### config.mk
export PLATFORM = sky130hd
export DESIGN_NAME = note_to_string_fret_allocator
export DESIGN_NICKNAME = d
export VERILOG_FILES = /design/src/rtl/nsfa_pkg.sv /design/src/rtl/note_to_string_fret_allocator.sv
export SDC_FILE = /design/constraint.sdc
export NUM_CORES = 2
export LEC_CHECK = 0
export BUFFER_PORTS_ARGS = -buffer_cell sky130_fd_sc_hd__buf_4
export CORE_UTILIZATION = 45
export DETAILED_ROUTE_END_ITERATION = 7
export SLEW_MARGIN = 40
export SYNTH_ARGS = -nofsm -noshare
export SYNTH_HDL_FRONTEND = slang
export SYNTH_SLANG_ARGS = --single-unit
### constraint.sdc
create_clock -name clk -period 12.88 [get_ports clk]
set_input_delay 0.644 -clock clk [delete_from_list [all_inputs] [get_ports clk]]
set_output_delay 0.644 -clock clk [all_outputs]
set_load 0.01 [all_outputs]
### src/rtl/nsfa_pkg.sv
// ---------------------------------------------------------------------------
// nsfa_pkg - shared types and constants of the string and fret allocator
// item structs, mode codes, register codes, fixed point constants
// ---------------------------------------------------------------------------
package nsfa_pkg;

    localparam int STRINGS_DEF  = 6;
    localparam int MAX_FRET_DEF = 24;

    localparam logic [41:0] TUNING_RESET = 42'd2214977115816;
    localparam logic [5:0]  WOUND_RESET  = 6'd7;

    localparam logic [12:0] POS_RESET = 13'd512;
    localparam logic [12:0] POS_MIN   = 13'd256;
    localparam logic [12:0] POS_MAX   = 13'd4352;

    // datapath widths
    localparam int MUL_AW = 22;
    localparam int MUL_BW = 14;
    localparam int MUL_PW = MUL_AW + MUL_BW;
    localparam int D2W    = 21;
    localparam int CW     = 40;

    typedef enum logic [1:0] {
        MODE_ASSIGN  = 2'd0,
        MODE_RELEASE = 2'd1,
        MODE_RESTORE = 2'd2,
        MODE_NONE    = 2'd3
    } mode_t;

    // register index taken from paddr bit 3
    localparam logic REG_TUNING = 1'b0;
    localparam logic REG_WOUND  = 1'b1;

    typedef struct packed {
        logic [1:0]  mode;
        logic [6:0]  note;
        logic [3:0]  channel;
        logic [2:0]  preferred_string;
        logic [11:0] preferred_bonus;
        logic        allow_preferred_occupied;
    } req_t;

    typedef struct packed {
        logic       is_assignment;
        logic [2:0] string_index;
        logic [4:0] fret;
        logic       wound;
    } res_t;

    // open note of string i; strings past the table read as zero
    function automatic logic [6:0] tuning_note(input logic [41:0] tbl, input int unsigned i);
        logic [41:0] sh;
        sh = tbl >> (7 * i);
        return sh[6:0];
    endfunction

endpackage

### src/rtl/note_to_string_fret_allocator.sv
// ---------------------------------------------------------------------------
// note_to_string_fret_allocator - picks string and fret for incoming notes
// scores each string that fits with one shared multiplier and a serial
// divider, keeps string occupancy and a smoothed hand position
// ---------------------------------------------------------------------------
//
//  channel   | signals                              | handshake
//  ----------+--------------------------------------+----------------------------
//  request   | start, busy, request                 | taken when start & !busy
//  result    | done, result                         | one cycle, strobe done
//  config    | psel penable pwrite paddr pwdata ... | write when psel&penable&pwrite
//
//  assign item: after acceptance the denominator step, then per fitting string the fit,
//  distance, register, scale, divide and compare steps (no divide if the register
//  range is degenerate), a fit step alone per non fitting string, then the hand steps
//  HAND1 and HAND2; the serial restoring divider (one quotient bit a cycle) dominates
//  release, restore and unknown modes answer in the cycle after acceptance
//  reset: tuning, wound mask, string state and hand position take reset values
//  at once; no clearing pass
//  the receiver cannot stall: each result shows for exactly one cycle
//
module note_to_string_fret_allocator
    import nsfa_pkg::*;
#(
    parameter int STRINGS  = STRINGS_DEF,
    parameter int MAX_FRET = MAX_FRET_DEF
)(
    input  logic        clk,
    input  logic        rst_n,
    input  logic        start,
    output logic        busy,
    input  req_t        request,
    output logic        done,
    output res_t        result,
    input  logic        psel,
    input  logic        penable,
    input  logic        pwrite,
    input  logic [3:0]  paddr,
    input  logic [63:0] pwdata,
    output logic [63:0] prdata,
    output logic        pready
);

    localparam int SW = $clog2(STRINGS);
    localparam logic [SW-1:0] LAST_IDX = SW'(STRINGS - 1);
    localparam logic [4:0]    FRET_MAX = 5'(MAX_FRET);

    typedef enum logic [3:0] {
        ST_IDLE, ST_DEN, ST_FIT, ST_DIST, ST_NUM, ST_SCALE, ST_DIV, ST_CMP,
        ST_HAND1, ST_HAND2
    } state_t;

    state_t state_reg;

    // configuration registers
    logic [41:0] tuning_reg;
    logic [5:0]  wound_reg;

    // string state
    logic [6:0]  open_reg    [STRINGS];
    logic        active_reg  [STRINGS];
    logic [6:0]  snote_reg   [STRINGS];
    logic [3:0]  schan_reg   [STRINGS];
    logic [12:0] pos_reg;

    // per item working registers
    req_t                req_reg;
    logic [SW-1:0]       idx_reg;
    logic [4:0]          f_reg;
    logic signed [13:0]  num_reg;
    logic [D2W-1:0]      d2_reg;
    logic                den_zero_reg;
    logic [21:0]         dsq_reg;
    logic [21:0]         n2_reg;
    logic [MUL_PW-1:0]   quo_reg;
    logic [D2W-1:0]      rem_reg;
    logic [5:0]          cnt_reg;
    logic                found_reg;
    logic signed [CW-1:0] best_cost_reg;
    logic [SW-1:0]       best_idx_reg;
    logic [4:0]          best_f_reg;
    logic [24:0]         acc_reg;
    logic                done_reg;
    res_t                result_reg;

    logic cfg_wr;
    assign cfg_wr = psel & penable & pwrite & pready;
    assign pready = 1'b1;
    assign prdata = (paddr[3] == REG_WOUND) ? {58'd0, wound_reg} : {22'd0, tuning_reg};

    assign busy   = (state_reg != ST_IDLE);
    assign done   = done_reg;
    assign result = result_reg;

    // register mismatch terms, 14 bit wrap arithmetic (true values fit)
    logic signed [13:0] nl, hl, den, num;
    logic [12:0]        den_abs, num_abs;
    always_comb
    begin
        nl  = $signed({7'd0, req_reg.note}) - $signed({7'd0, open_reg[0]});
        hl  = $signed({7'd0, open_reg[STRINGS-1]}) + $signed(14'(MAX_FRET))
              - $signed({7'd0, open_reg[0]});
        den = 14'(hl * $signed(14'(STRINGS - 1)));
        num = 14'(nl * $signed(14'(STRINGS - 1)))
              - 14'($signed({{(14-SW){1'b0}}, idx_reg}) * hl);
        den_abs = den[13] ? 13'(-den) : den[12:0];
        num_abs = num_reg[13] ? 13'(-num_reg) : num_reg[12:0];
    end

    // fit check of the current string
    logic [7:0] fd;
    logic       fits;
    always_comb
    begin
        fd   = {1'b0, req_reg.note} - {1'b0, open_reg[idx_reg]};
        fits = !fd[7] && (fd[6:0] <= 7'(MAX_FRET));
    end

    // distance from hand position
    logic signed [13:0] hand_gap;
    logic [12:0]        hand_gap_abs;
    always_comb
    begin
        hand_gap     = $signed({1'b0, f_reg, 8'd0}) - $signed({1'b0, pos_reg});
        hand_gap_abs = hand_gap[13] ? 13'(-hand_gap) : hand_gap[12:0];
    end

    // hand move
    logic [12:0] target;
    logic        move_up;
    assign target  = {best_f_reg, 8'd0};
    assign move_up = target > pos_reg;

    // shared multiplier
    logic [MUL_AW-1:0] mul_a;
    logic [MUL_BW-1:0] mul_b;
    logic [MUL_PW-1:0] prod;
    always_comb
    begin
        case (state_reg)
            ST_DEN:
            begin
                mul_a = MUL_AW'(den_abs);
                mul_b = MUL_BW'(den_abs);
            end
            ST_DIST:
            begin
                mul_a = MUL_AW'(hand_gap_abs);
                mul_b = MUL_BW'(hand_gap_abs);
            end
            ST_NUM:
            begin
                mul_a = MUL_AW'(num_abs);
                mul_b = MUL_BW'(num_abs);
            end
            ST_SCALE:
            begin
                mul_a = n2_reg;
                mul_b = 14'd10240;
            end
            ST_HAND1:
            begin
                mul_a = MUL_AW'(pos_reg);
                mul_b = move_up ? 14'd2785 : 14'd3850;
            end
            ST_HAND2:
            begin
                mul_a = MUL_AW'(target);
                mul_b = move_up ? 14'd1311 : 14'd246;
            end
            default:
            begin
                mul_a = '0;
                mul_b = '0;
            end
        endcase
        prod = MUL_PW'(mul_a) * MUL_PW'(mul_b);
    end

    // divider step
    logic [D2W:0]   rem_sh;
    logic           ge;
    logic [D2W-1:0] rem_next;
    always_comb
    begin
        rem_sh   = {rem_reg, quo_reg[MUL_PW-1]};
        ge       = rem_sh >= {1'b0, d2_reg};
        rem_next = ge ? D2W'(rem_sh - {1'b0, d2_reg}) : rem_sh[D2W-1:0];
    end

    // candidate cost
    logic signed [CW-1:0] cost;
    logic                 pref_hit;
    always_comb
    begin
        pref_hit = (req_reg.preferred_string == 3'(idx_reg));
        cost = $signed(CW'(dsq_reg)) + $signed(CW'(12'(f_reg) * 12'd123))
               + $signed(CW'(quo_reg));
        if (f_reg == 5'd0)
            cost = cost - CW'(492);
        if (f_reg >= 5'd1 && f_reg <= 5'd5)
            cost = cost - CW'(737);
        if (pref_hit)
            cost = cost - $signed(CW'({req_reg.preferred_bonus, 4'd0}));
        if (active_reg[idx_reg] && !(req_reg.allow_preferred_occupied && pref_hit))
            cost = cost + CW'(4096000);
    end

    // hand sum, round and clamp
    logic [25:0] hsum;
    logic [13:0] hnew;
    logic [12:0] hclamp;
    always_comb
    begin
        hsum = 26'(acc_reg) + 26'(prod[24:0]) + 26'd2048;
        hnew = hsum[25:12];
        if (hnew < 14'(POS_MIN))
            hclamp = POS_MIN;
        else if (hnew > 14'(POS_MAX))
            hclamp = POS_MAX;
        else
            hclamp = hnew[12:0];
    end

    logic [7:0] wound_ext;
    assign wound_ext = {2'b00, wound_reg};

    always_ff @(posedge clk or negedge rst_n)
    begin
        if (!rst_n)
        begin
            state_reg  <= ST_IDLE;
            tuning_reg <= TUNING_RESET;
            wound_reg  <= WOUND_RESET;
            pos_reg    <= POS_RESET;
            done_reg   <= 1'b0;
            for (int i = 0; i < STRINGS; i++)
            begin
                open_reg[i]   <= tuning_note(TUNING_RESET, i);
                active_reg[i] <= 1'b0;
                snote_reg[i]  <= '0;
                schan_reg[i]  <= '0;
            end
        end
        else
        begin
            done_reg <= 1'b0;
            if (cfg_wr)
            begin
                if (paddr[3] == REG_TUNING)
                    tuning_reg <= pwdata[41:0];
                else
                    wound_reg <= pwdata[5:0];
            end
            case (state_reg)
                ST_IDLE:
                begin
                    if (start)
                    begin
                        req_reg    <= request;
                        result_reg <= '0;
                        case (request.mode)
                            MODE_ASSIGN:
                            begin
                                if (request.note < open_reg[0])
                                    open_reg[0] <= request.note;
                                state_reg <= ST_DEN;
                            end
                            MODE_RELEASE:
                            begin
                                for (int i = 0; i < STRINGS; i++)
                                begin
                                    if (active_reg[i] && snote_reg[i] == request.note
                                        && schan_reg[i] == request.channel)
                                    begin
                                        active_reg[i] <= 1'b0;
                                        snote_reg[i]  <= '0;
                                        schan_reg[i]  <= '0;
                                    end
                                end
                                done_reg <= 1'b1;
                            end
                            MODE_RESTORE:
                            begin
                                for (int i = 0; i < STRINGS; i++)
                                begin
                                    open_reg[i]   <= tuning_note(tuning_reg, i);
                                    active_reg[i] <= 1'b0;
                                    snote_reg[i]  <= '0;
                                    schan_reg[i]  <= '0;
                                end
                                pos_reg  <= POS_RESET;
                                done_reg <= 1'b1;
                            end
                            default:
                                done_reg <= 1'b1;
                        endcase
                    end
                end
                ST_DEN:
                begin
                    d2_reg       <= prod[D2W-1:0];
                    den_zero_reg <= (den == 14'sd0);
                    found_reg    <= 1'b0;
                    best_idx_reg <= LAST_IDX;
                    best_f_reg   <= FRET_MAX;
                    idx_reg      <= '0;
                    state_reg    <= ST_FIT;
                end
                ST_FIT:
                begin
                    f_reg   <= fd[4:0];
                    num_reg <= num;
                    if (fits)
                        state_reg <= ST_DIST;
                    else if (idx_reg == LAST_IDX)
                        state_reg <= ST_HAND1;
                    else
                        idx_reg <= idx_reg + 1'b1;
                end
                ST_DIST:
                begin
                    dsq_reg   <= prod[25:4];
                    state_reg <= ST_NUM;
                end
                ST_NUM:
                begin
                    n2_reg    <= prod[21:0];
                    state_reg <= ST_SCALE;
                end
                ST_SCALE:
                begin
                    rem_reg <= '0;
                    cnt_reg <= '0;
                    if (den_zero_reg)
                    begin
                        quo_reg   <= '0;
                        state_reg <= ST_CMP;
                    end
                    else
                    begin
                        quo_reg   <= prod;
                        state_reg <= ST_DIV;
                    end
                end
                ST_DIV:
                begin
                    rem_reg <= rem_next;
                    quo_reg <= {quo_reg[MUL_PW-2:0], ge};
                    cnt_reg <= cnt_reg + 1'b1;
                    if (cnt_reg == 6'(MUL_PW - 1))
                        state_reg <= ST_CMP;
                end
                ST_CMP:
                begin
                    if (!found_reg || cost < best_cost_reg)
                    begin
                        found_reg     <= 1'b1;
                        best_cost_reg <= cost;
                        best_idx_reg  <= idx_reg;
                        best_f_reg    <= f_reg;
                    end
                    if (idx_reg == LAST_IDX)
                        state_reg <= ST_HAND1;
                    else
                    begin
                        idx_reg   <= idx_reg + 1'b1;
                        state_reg <= ST_FIT;
                    end
                end
                ST_HAND1:
                begin
                    acc_reg   <= prod[24:0];
                    state_reg <= ST_HAND2;
                end
                ST_HAND2:
                begin
                    pos_reg                    <= hclamp;
                    active_reg[best_idx_reg]   <= 1'b1;
                    snote_reg[best_idx_reg]    <= req_reg.note;
                    schan_reg[best_idx_reg]    <= req_reg.channel;
                    result_reg.is_assignment   <= 1'b1;
                    result_reg.string_index    <= 3'(best_idx_reg);
                    result_reg.fret            <= best_f_reg;
                    result_reg.wound           <= wound_ext[3'(best_idx_reg)];
                    done_reg                   <= 1'b1;
                    state_reg                  <= ST_IDLE;
                end
                default:
                    state_reg <= ST_IDLE;
            endcase
        end
    end

endmodule

* Word-level counts from Yosys, hierarchy flattened
Cells that the tools add are included.
Operators by class: eq/ne operators 41, magnitude comparators 13, add/sub/neg operators 20, mux-type cells 89, reductions and logical operators 54, bitwise operators 6, multiply operators 5
Operators with widths (number):
- 42-bit case mux with 2 select lines | 2
- 40-bit 2-to-1 mux | 4
- 22-bit case mux with 6 select lines | 1
- 24-bit case mux with 2 select lines | 2
- 13-bit 2-to-1 mux | 7
- 42-bit 2-to-1 mux | 2
- 14-bit case mux with 6 select lines | 1
- 36-bit case mux with 2 select lines | 1
- 7-bit 2-to-1 mux | 10
- 4-bit 2-to-1 mux | 13
- 42-bit bitwise mux | 1
- 7-bit == test | 6
- 21-bit case mux with 2 select lines | 1
- 40-bit by 23-bit adder with 40-bit output (second input constant) | 1
- 40-bit less-than comparator | 1
- 40-bit by 11-bit subtractor with 40-bit output (second input constant) | 1
- 40-bit by 17-bit subtractor with 40-bit output | 1
- 13-bit negation | 3
- 37-bit by 9-bit subtractor with 38-bit output (second input constant) | 1
- 23-bit by 36-bit adder with 37-bit output | 1
- 22-bit by 14-bit multiplier with 36-bit output | 1
- 36-bit 2-to-1 mux | 1
- 4-bit case mux with 9 select lines | 1
- 6-bit case mux with 2 select lines | 3
- 78 further kinds | 162
Storage, ports and cells: logic and storage cells 281, input port bits 103, register bits 442

* Depth between registers and ports, before layout
depth after elaboration 15, depth in mapped cells 60

* Worst setup path after synthesis
Ideal clock, no wire load.
path kind register to register, start register open_reg[36] in the netlist's numbering, end register pos_reg[3], period minus slack after synthesis 13.202 ns, cell stages (with the launch flop) 56, slack -0.322 ns, required time 12.811 ns, arrival time 13.134 ns, setup time 0.069 ns, cells stage by stage dfrtp_1 > inv_1 > ha_1 > ha_1 > fa_1 > a21o_1 > a21oi_1 > o21bai_1 > a21oi_1 > xor2_1 > ha_1 > ha_1 > a21oi_1 > o21bai_1 > a21oi_1 > nand2b_1 > xnor2_1 > clkbuf_1 > (+20 left out) > nor3b_1 > nor3_1 > o21bai_1 > xor2_1 > ha_1 > ha_1 > a21o_1 > a21oi_1 > nor3b_1 > a211oi_1 > a221o_1 > a21o_1 > a2111oi_0 > nor3_1 > xnor2_1 > mux2i_1 > nor3_1 > a32o_1
Between the ends: word-level cells in the longest chain between the ends 12, elaborated cells between the ends (all ways) 14, those cells by class add/sub: 4; mul: 2; order compare: 2; mux: 6
Ends and longest elaborated chain:
- from (decl) | RTL line note_to_string_fret_allocator.sv:60 | logic [6:0] open_reg [STRINGS];
- from (signal, indexed assignment) | RTL line note_to_string_fret_allocator.sv:239 | open_reg[i] <= tuning_note(TUNING_RESET, i);
- from (signal, indexed assignment) | RTL line note_to_string_fret_allocator.sv:287 | open_reg[i] <= tuning_note(tuning_reg, i);
- 8-bit by 7-bit subtractor with 9-bit output (*) | RTL line note_to_string_fret_allocator.sv:102 | - $signed({7'd0, open_reg[0]});
- 9-bit by 4-bit multiplier with 13-bit output (*) | RTL line note_to_string_fret_allocator.sv:103 | den = 14'(hl * $signed(14'(STRINGS - 1)));
- 13-bit negation | RTL line note_to_string_fret_allocator.sv:106 | den_abs = den[13] ? 13'(-den) : den[12:0];
- 13-bit 2-to-1 mux (*) | RTL line note_to_string_fret_allocator.sv:106
- 22-bit case mux with 6 select lines / 14-bit case mux with 6 select lines (equally long branches) | RTL line note_to_string_fret_allocator.sv:140 | case (state_reg)
- 22-bit by 14-bit multiplier with 36-bit output (*) | RTL line note_to_string_fret_allocator.sv:177 | prod = MUL_PW'(mul_a) * MUL_PW'(mul_b);
- net prod[13] | RTL line note_to_string_fret_allocator.sv:137 | logic [MUL_PW-1:0] prod;
- 25-bit by 25-bit adder with 26-bit output (*) | RTL line note_to_string_fret_allocator.sv:215 | hsum = 26'(acc_reg) + 26'(prod[24:0]) + 26'd2048;
- 26-bit by 12-bit adder with 26-bit output (*) | RTL line note_to_string_fret_allocator.sv:215
- 14-bit by 13-bit > comparator with 1-bit output | RTL line note_to_string_fret_allocator.sv:219 | else if (hnew > 14'(POS_MAX))
- 13-bit 2-to-1 mux | RTL line note_to_string_fret_allocator.sv:219
- 13-bit 2-to-1 mux (*) | RTL line note_to_string_fret_allocator.sv:217 | if (hnew < 14'(POS_MIN))
- 13-bit case mux with 2 select lines (*) | RTL line note_to_string_fret_allocator.sv:255 | case (state_reg)
- to (signal assigned) | RTL line note_to_string_fret_allocator.sv:378 | pos_reg <= hclamp;
- to (decl) | RTL line note_to_string_fret_allocator.sv:64 | logic [12:0] pos_reg;
The timed path passes the listed nets; every way through them passes the cells marked *. A chain may end at the register's enable or synchronous reset.

* Final worst setup path
Same ends and word-level chain as after synthesis.

==> results.tsv <==
metric	value	unit
status	completed	
cp-end-kind	flop	
synth.distinct_cells	101	
max_stage_delay	0.57	ns
fp-row-count	111	
yosys-top-cells-count	inv_1 (522), ha_1 (385), nand2_1 (327)	
clk_path_buf_depth	3	
cp_slowest_cell	fa_1	
die_w	307	um
path_common_cell	fa_1	
final_hold_viol_count	0	
drc	0	
die_h	307	um
cts-htree-levels	2	
wl	110000	um
synth_cells	4259	
netlist_area	41900	um^2
ant_nets	0	
yosysMostFrequentCell	inv_1	
initial_core_util	45.5	%
core	91900	um^2
cts.sinks	442	
grt_use_total	23.3	%
ys_warn_count	0	
syn_area_per_cell	9.83	um^2
cts_root_buf	clkbuf_16	
clkTransAtPathRegs	0.06	ns
dieArea	94300	um^2
finalSetupViolCount	0	
vias	31800	
worst_setup_path_start_kind	flop	
async_flop_share	40.7	%
grt_use_met3	2.30	%
synth_top_area_share	18.8	%
yosysSeqAreaShare	29.7	%
ys.flop_type	edfxtp_1	
tightest_slew	0.799	ns
critPathKind	flop to flop	
wl_per_cell	18.7	um
arrival	13.14	ns
numPortBuffers	131	
overflow	0	
drive_gt1_share	14.7	%
clock_latency	0.63	ns
grt_pass1_vias	31300	
place.detailed.hpwl	87100	um
routed_via_density	5.40	
grt_pass1_wl	173000	um
fin_crit	12.64	ns
drt_iter0_drc	1848	
gp_congestion	0.909	
holdCritPathClass	primary input to flop	
finalMaxSlewViolations	0	
synth_top_cell_by_area	edfxtp_1	
met1_usage	31.9	%
place_ws	-0.227	ns
tritoncts	built	
pin_count	180	
drtPass1Iterations	8	
clock.fmax	79.1	MHz
grtUsageMet2	39.3	%
fin_crit_sh	98.1	%
grt_max_degree	64	
grt-busiest-layer	met2	
ys_ff_latch	442	
area_delta_synth_final	14.4	%
synth-edff-count	262	
maxCapViolations	0	
slew_headroom	46.7	%
finalNetCount	5399	
antenna_found_initial	0	
cp_max_fo	5	
cp.required	13.38	ns
rsz0062_at_grt	true	
fin_worst_skew	0.0450	ns
cts_inserted_buffers	50	
setup_slack	0.242	ns
synth_area_leaders	edfxtp_1 (19%), fa_1 (14%), ha_1 (12%), dfrtp_1 (8.1%), inv_1 (4.7%)	
==> cells by family after synthesis <==
group / count (synthesis) / synth area share, %
compound gates: 763 / 12.7
xor+xnor: 317 / 6.65
fa+ha+maj: 686 / 25.9
buf+inv: 675 / 6.34
flops: 442 / 29.7
mux: 154 / 4.22
other cells: 2 / 0.0179
simple gates: 1220 / 14.5
==> routing by layer <==
metal	vias up	share of wire, %	wire [um]
met4	0	2.4	2630
met1	15600	45	50000
li1	15400	-	-
met3	137	4.1	4520
met5	-	0	0
met2	683	48	52900
==> cells in the final DEF, fill, tap and decap left out, types with 25 or more instances in the layout <==
cell       instances
dfrtp_1          136
nor3_1            73
a21oi_1          153
xnor2_1          159
nor2b_1           78
nand3_1           75
fa_1             299
nor2_1           298
inv_1            519
nor4_1            49
buf_4            315
o21ai_0          130
a22o_1            97
nand2_1          327
and2_1            49
ha_1             379
a211oi_1          25
a21o_1            55
dfstp_2           44
and3_1            47
mux2i_1           45
edfxtp_1         262
nand4_1           40
clkbuf_16         53
nand2b_1          44
conb_1           131
xor2_1           148
mux2_2           100
==> worst max-delay path, delay by kind of cell (launching register included) <==
family / cells / cell delay, ns
adders and majority gates: 14 / 5.30
AOI/OAI and AO/OA: 18 / 3.29
and+or+nand+nor: 9 / 1.37
xor gates and xnor gates: 5 / 0.95
buffers and inverters: 9 / 0.87
DFF: 1 / 0.39
muxes: 1 / 0.30
==> stage by stage <==
step                utilization, %  setup TNS, ns  instance area (um^2)  std cells  hold WS [ns]
floorplan                        -              0                 42400       4388         0.348
global placement              49.6         -0.969                 45600       5783         0.486
detailed placement            49.6          -1.82                 45600       5784         0.493
CTS                           51.5              0                 47400       5882         0.154
global route                  52.1          -1.54                 47900       5894         0.171
finish                        52.1              0                 47900       5895         0.195
==> layout make-up <==
class / instances / area, um^2
timing repair buffer: 322 / 2460
clock buffer: 66 / 1420
multi-input combinational: 3271 / 27800
antenna: 1 / 2.50
sequential: 442 / 12400
inverter: 523 / 1960
tap: 1243 / 1560
fill: 8533 / 44000
clock inverter: 27 / 295
==> timing repair <==
item	CTS	global route
gates resized for setup	5	79
cloned	0	0
setup buffers	4	12
hold buffers	1	0
pin swaps	2	45
endpoints found under the hold margin	36	0
setup endpoints to repair	11	62
==> path summary, 6_finish.rpt <==
kind	cells after the start	from	slack [ns]	to
worst max-delay path	56	open_reg[36]	0.24	pos_reg[3]
worst min-delay path	1	request[2]	0.19	req_reg[2]
worst max register to register	56	open_reg[36]	0.24	pos_reg[3]
worst min register to register	1	open_reg[29]	0.50	open_reg[29]
max in group asynchronous	4	rst_n	10.89	open_reg[11]
min in group asynchronous	2	rst_n	0.52	snote_reg[12]
Power is not shown: default switching activity piles up to over one toggle a cycle in this logic, so the estimate is an artifact.
